--- src/design/sliding_window_mean_square_top_assert.svh ---
// ----------------------------------------------------------------------------
// Sliding-window mean square: assertion macros
// Concurrent checks that vanish from synthesis builds.
// ----------------------------------------------------------------------------
`ifndef SLIDING_WINDOW_MEAN_SQUARE_TOP_ASSERT_SVH
`define SLIDING_WINDOW_MEAN_SQUARE_TOP_ASSERT_SVH

`ifndef SYNTHESIS

// same-cycle implication, checked outside reset
`define SWMS_ASSERT_NOW(lbl, ck, rstn, ante, cons) \
	lbl: assert property (@(posedge ck) disable iff (!(rstn)) (ante) |-> (cons)) \
		else $error("swms check failed");

// next-cycle implication, checked outside reset
`define SWMS_ASSERT_NEXT(lbl, ck, rstn, ante, cons) \
	lbl: assert property (@(posedge ck) disable iff (!(rstn)) (ante) |=> (cons)) \
		else $error("swms check failed");

`else

`define SWMS_ASSERT_NOW(lbl, ck, rstn, ante, cons)
`define SWMS_ASSERT_NEXT(lbl, ck, rstn, ante, cons)

`endif

`endif

--- src/design/swms_pkg.sv ---
`timescale 1ns / 1ps
// ----------------------------------------------------------------------------
// Sliding-window mean square: package
// Window geometry, data widths and the control group for the ring store.
// ----------------------------------------------------------------------------
package swms_pkg;

	localparam int WINDOW   = 128;
	localparam int SHIFT    = $clog2(WINDOW);
	localparam int POS_W    = (SHIFT < 1) ? 1 : SHIFT;
	localparam int SAMPLE_W = 16;
	localparam int MAG_W    = SAMPLE_W + 1;
	localparam int SQ_W     = 31;
	localparam int SUM_W    = SQ_W + SHIFT;
	localparam int IN_TDATA_W  = 16;
	localparam int OUT_TDATA_W = 32;

	// largest value the running sum can reach: every slot at 2^30
	localparam logic [SUM_W-1:0] SUM_MAX = SUM_W'(WINDOW) << (SQ_W - 1);

	typedef struct packed {
		logic rd_en;
		logic wr_en;
	} ring_ctl_t;

endpackage

--- src/design/sliding_window_mean_square_top.sv ---
`timescale 1ns / 1ps
// ----------------------------------------------------------------------------
// Sliding-window mean square: top level
// Squares each signed sample and reports the mean of the last WINDOW squares.
// ----------------------------------------------------------------------------
// Takes one sample per cycle while back-pressure does not stall the input and
// returns one mean square per sample. The first stage registers the window
// memory read (and the squarer), the second the running-sum update and output
// register. The window memory is read and written once per item on separate
// slots, so no interlock is needed. Slots not yet written since reset count
// as zero, so the first WINDOW results are the partial sum divided by WINDOW.
// Back-pressure on the output stalls the input only when both pipeline
// registers hold results.
module sliding_window_mean_square_top (
	input  logic        clk,
	input  logic        arst_n,
	input  logic        s_axis_tvalid,
	output logic        s_axis_tready,
	input  logic [15:0] s_axis_tdata,  // [15:0] sample (signed)
	output logic        m_axis_tvalid,
	input  logic        m_axis_tready,
	output logic [31:0] m_axis_tdata   // [30:0] mean_square, [31] zero
);
	import swms_pkg::*;

	`include "sliding_window_mean_square_top_assert.svh"

	logic                 accept;
	logic                 out_free;
	logic [MAG_W-1:0]     mag;
	logic [2*MAG_W-1:0]   sq_full;
	logic                 valid_s1;
	logic [SQ_W-1:0]      sq_s1;
	logic [SQ_W-1:0]      old_sq;
	logic [SUM_W-1:0]     sum_q;
	logic [SUM_W-1:0]     sum_next;
	logic                 out_valid_q;
	logic [SQ_W-1:0]      mean_q;
	ring_ctl_t            ring_ctl;

	assign out_free      = !out_valid_q || m_axis_tready;
	assign s_axis_tready = !valid_s1 || out_free;
	assign accept        = s_axis_tvalid && s_axis_tready;

	assign ring_ctl.rd_en = accept;
	assign ring_ctl.wr_en = valid_s1 && out_free;

	// magnitude of the two's complement code, up to 2^15
	assign mag = s_axis_tdata[SAMPLE_W-1]
		? (MAG_W'(1) << SAMPLE_W) - {1'b0, s_axis_tdata}
		: {1'b0, s_axis_tdata};
	assign sq_full = mag * mag;

	swms_ring u_ring (
		.clk     (clk),
		.arst_n  (arst_n),
		.ctl     (ring_ctl),
		.wr_data (sq_s1),
		.old_sq  (old_sq)
	);

	assign sum_next = sum_q - SUM_W'(old_sq) + SUM_W'(sq_s1);

	always_ff @(posedge clk) begin
		if (accept) begin
			sq_s1 <= sq_full[SQ_W-1:0];
		end
		if (valid_s1 && out_free) begin
			mean_q <= sum_next[SHIFT +: SQ_W];
		end
	end

	always_ff @(posedge clk or negedge arst_n) begin
		if (!arst_n) begin
			valid_s1    <= 1'b0;
			out_valid_q <= 1'b0;
			sum_q       <= '0;
		end else begin
			if (s_axis_tready) begin
				valid_s1 <= s_axis_tvalid;
			end
			if (out_free) begin
				out_valid_q <= valid_s1;
			end
			if (valid_s1 && out_free) begin
				sum_q <= sum_next;
			end
		end
	end

	assign m_axis_tvalid = out_valid_q;
	assign m_axis_tdata  = {{(OUT_TDATA_W - SQ_W){1'b0}}, mean_q};

	// the running sum never exceeds a full window of maximum squares
	`SWMS_ASSERT_NOW(a_sum_bound, clk, arst_n, 1'b1, sum_q <= SUM_MAX)
	// a result is at most 2^30
	`SWMS_ASSERT_NOW(a_mean_bound, clk, arst_n, out_valid_q,
		!(mean_q[SQ_W-1] && (|mean_q[SQ_W-2:0])))
	// with both stages full and the output stalled, the input must be held off
	`SWMS_ASSERT_NOW(a_full_stall, clk, arst_n,
		valid_s1 && out_valid_q && !m_axis_tready, !s_axis_tready)
	// a stage-one item meeting a free output is delivered next cycle
	`SWMS_ASSERT_NEXT(a_s1_moves, clk, arst_n, valid_s1 && out_free, out_valid_q)

endmodule

--- src/design/swms_ring.sv ---
`timescale 1ns / 1ps
// ----------------------------------------------------------------------------
// Sliding-window mean square: ring store
// Window memory with its write pointer. A read fetches the slot the sample
// will replace; the write of the new square follows once wr_en is given.
// ----------------------------------------------------------------------------
module swms_ring (
	input  logic                   clk,
	input  logic                   arst_n,
	input  swms_pkg::ring_ctl_t    ctl,
	input  logic [swms_pkg::SQ_W-1:0] wr_data,
	output logic [swms_pkg::SQ_W-1:0] old_sq
);
	import swms_pkg::*;

	logic [SQ_W-1:0]  mem [WINDOW];
	logic [SQ_W-1:0]  rd_q;
	logic [POS_W-1:0] pos_q;
	logic [POS_W-1:0] wr_pos_q;
	logic             wrapped_q;
	logic             old_valid_q;

	always_ff @(posedge clk) begin
		if (ctl.wr_en) begin
			mem[wr_pos_q] <= wr_data;
		end
		if (ctl.rd_en) begin
			rd_q <= mem[pos_q];
		end
	end

	// slots are filled in order, so a slot holds data once the pointer has wrapped
	always_ff @(posedge clk or negedge arst_n) begin
		if (!arst_n) begin
			pos_q       <= '0;
			wr_pos_q    <= '0;
			wrapped_q   <= 1'b0;
			old_valid_q <= 1'b0;
		end else if (ctl.rd_en) begin
			wr_pos_q    <= pos_q;
			old_valid_q <= wrapped_q;
			if (pos_q == POS_W'(WINDOW - 1)) begin
				pos_q     <= '0;
				wrapped_q <= 1'b1;
			end else begin
				pos_q <= pos_q + POS_W'(1);
			end
		end
	end

	assign old_sq = old_valid_q ? rd_q : '0;

endmodule
--- config.mk ---
export PLATFORM = sky130hd
export DESIGN_NAME = sliding_window_mean_square_top
export DESIGN_NICKNAME = d
export VERILOG_FILES = /design/src/design/swms_pkg.sv /design/src/design/sliding_window_mean_square_top.sv /design/src/design/swms_ring.sv
export VERILOG_INCLUDE_DIRS = /design/src /design/src/design
export SDC_FILE = /design/constraint.sdc
export NUM_CORES = 2
export LEC_CHECK = 0
export BUFFER_PORTS_ARGS = -buffer_cell sky130_fd_sc_hd__buf_4
export CELL_PAD_IN_SITES_DETAIL_PLACEMENT = 1
export CELL_PAD_IN_SITES_GLOBAL_PLACEMENT = 1
export CORE_MARGIN = 1.5
export CORE_UTILIZATION = 60
export DETAILED_ROUTE_END_ITERATION = 8
export PLACE_DENSITY = 0.79
export SYNTH_ARGS = -nofsm -noshare
export SYNTH_HDL_FRONTEND = slang
export SYNTH_SLANG_ARGS = --single-unit
--- constraint.sdc ---
create_clock -name clk -period 7.3 [get_ports clk]
set_clock_uncertainty 0.05 [all_clocks]
set_input_delay 1.095 -clock clk [delete_from_list [all_inputs] [get_ports clk]]
set_output_delay 1.095 -clock clk [all_outputs]
set_load 0.02 [all_outputs]
==> results_dict.tcl <==
set metrics [dict create \
    crit_family "adder cells" \
    area_delta_synth_final_pct 13.4 \
    hold_viol 0 \
    violations "max-capacitance violations, max-slew violations, negative setup slack" \
    max_freq_mhz 137 \
    rsz0062_at_grt "true" \
    drt_iter0_markers 14500 \
    required_ns 7.90 \
    dp_slack_ns -1.05 \
    netlist_area_um2 162000 \
    critical_path_arrival_ns 7.90 \
    ys_types 64 \
    final_nets 8265 \
    grt_use_total_pct 37.8 \
    design.die.area_um2 273000 \
    syn_avg_cell_area_um2 22.2 \
    synth_edf_count 3931 \
    via_count 86000 \
    finalSetupViolCount 1 \
    cts_made_buffers 390 \
    synth_warnings 0 \
    setup_tns_ns -0.00260 \
    die_w_um 523 \
    clockBufferDepth 4 \
    end_kind "register" \
    io_pins 54 \
    grt_pass1_wl_um 707000 \
    irDropWorstVdd_uv 836 \
    setup_ws_ns -0.00260 \
    core_region_area_um2 268000 \
    power_density_nw_per_um2 470 \
    die_y_um 523 \
    cts-root-buf "clkbuf_16" \
    via_per_inst 7.30 \
    port_buffers 52 \
    clkSinkCount 3987 \
    synth_seq_cells 3987 \
    tightest_slew_ns 1.50 \
    htree_levels 5 \
    max_stage_delay_ns 0.55 \
    wl_um 505000 \
    drcViolationCount 0 \
    outcome "finished with violations" \
    fin_crit_ns 7.30 \
    start_util_pct 60.4 \
    reg2regPathDepth 14 \
    first_pass_iters 6 \
    slowest_stage "fa_1" \
    seq_area_frac_synth_pct 73.7 \
    cts_tree "done" \
    path_clk_slew_ns 0.07 \
    rows 190 \
    final_common_cell "edfxtp_1" \
    cts_hold_buf 0 \
    dp_hpwl_um 252000 \
    min_period_over_period_pct 100 \
    wl_per_cell_um 42.8 \
    syn-instance-count 7304 \
    p_leak_nw 60.2 \
    clk_latency_ns 0.93 \
    synth-async-reset-ratio_pct 1.40 \
    synthFlopType "edfxtp_1" \
    path_max_fanout 4 \
    max-slew-margin-rel_pct -0.215 \
    r2r-start "sq_s1[2]$_DFFE_PP_" \
    cp_num_buf_inv 8 \
    cpMostUsedCell "fa_1" \
    r2r_setup_slack_ns 1.95 \
    startpoint_type "primary input" \
    maxCapViolCount 1 \
    antenna_left 0 \
    hold_class "primary input to asynchronous set/reset pin" \
    finalMaxSlewViolations 15 \
    routabilityCongestion 0.835 \
    worstSetupPathType "primary input to register" \
    antenna_found_initial 75 \
    grt_start_max_net_pins 145 \
    overflow 0 \
    grt_pass1_vias 88600 \
    drive_gt1_share_pct 31.7 \
    layout_common_cells "3931 x edfxtp_1, 1255 x mux4_2, 478 x buf_4, 430 x inv_1, 396 x clkbuf_16" \
    r2r-end "mean_q[28]$_DFFE_PP_" \
    fillCellCount 20700 \
]
==> per-stage QoR <==
| stage | instance area [um2] | power (W) | hold WS (ns) | util [%] | cells |
|---|---|---|---|---|---|
| 3_5_place_dp | 170000 | 0.0629 | 0.429 | 63.6 | 11000 |
| 4_1_cts | 183000 | 0.0852 | 0.0280 | 68.4 | 11800 |
| 5_1_grt | 184000 | 0.0889 | 0.0653 | 68.5 | 11800 |
| 6_report | 184000 | 0.0864 | 0.0476 | 68.5 | 11800 |
| 2_1_floorplan | 162000 | 0.0497 | 0.378 | - | 7336 |
| 3_3_place_gp | 170000 | 0.0615 | 0.394 | 63.6 | 11000 |
==> final cells by class <==
type                    instances  area [um2]  area share [%]
clock buffers                 464       10200            5.56
diodes                         15        37.5          0.0204
multi-input cells            2554       40900            22.3
flip-flops and latches       3987      119000            65.0
well taps                    3552        4440            2.42
repair buffers                511        4210            2.29
inverters                     449        1700           0.926
clock inverters               250        2740            1.49
==> Yosys cell counts (33+ instances only) <==
cell      count  share of area [%]
and2_1       34               0.13
a21oi_1      56               0.17
o21ai_0      71               0.22
xnor2_1      50               0.27
clkbuf_1    208               0.48
inv_1       443                1.0
ha_1        132                1.0
nor2_1      212               0.49
mux2_2       39               0.27
buf_2       106               0.33
mux4_2     1255                 17
xor2_1       33               0.18
edfxtp_1   3931                 73
fa_1        220                2.7
dfrtp_1      56               0.86
nand2_1     183               0.42
==> cell families after synthesis <==
group,after synthesis,share of synthesized area [%]
AO/OA/AOI/OAI,236,0.912
XOR/XNOR,83,0.449
adder cells (fa/ha/maj),352,3.74
buffers and inverters,795,1.93
flip-flops,3987,73.7
multiplexers,1300,17.8
other,2,0.00463
AND/OR/NAND/NOR,549,1.50
==> registers in the layout, indices dropped and copies added (netlist names), 7 cells and up <==
name,flops
u_ring.mem,3840
sum_q,38
mean_q,31
sq_s1,30
u_ring.rd_q,30
u_ring.pos_q,7
u_ring.wr_pos_q,7
==> worst max path at each step <==
stage	depth (start not counted)	from	to
after floorplan	31	s_axis_tdata[3]	sq_s1[30]$_DFFE_PP_
after global placement	30	s_axis_tdata[3]	sq_s1[22]$_DFFE_PP_
after detailed placement	31	s_axis_tdata[3]	sq_s1[30]$_DFFE_PP_
after CTS	31	s_axis_tdata[3]	sq_s1[30]$_DFFE_PP_
after global routing	32	s_axis_tdata[4]	sq_s1[30]$_DFFE_PP_
final	32	s_axis_tdata[4]	sq_s1[30]$_DFFE_PP_
==> layer usage <==
layer / part of all wire [%] / vias up / wire, um / global-route usage (%)
li1: - / 31100 / - / -
met1: 34 / 45200 / 172000 / 50.9
met2: 47 / 8035 / 239000 / 58.4
met3: 13 / 1679 / 64100 / 9.30
met4: 5.9 / 48 / 29600 / 18.9
met5: 0.061 / - / 310 / 0
==> what timing repair did <==
| item | 4_1_cts | 5_1_grt |
|---|---|---|
| resized for setup | 6 | 42 |
| setup buffers | 6 | 10 |
| setup endpoints to repair | 5 | 12 |
| pin swaps | 2 | 17 |
==> power breakdown <==
group	total (W)	switching, W	leakage (nW)	internal, W
Clock	0.0212	0.00920	6.32	0.0120
Sequential	0.0304	0.000687	36.1	0.0297
Combinational	0.0349	0.0214	17.8	0.0135
Total	0.0864	0.0313	60.2	0.0551
Note: power is estimated with default switching activity, not from simulation.
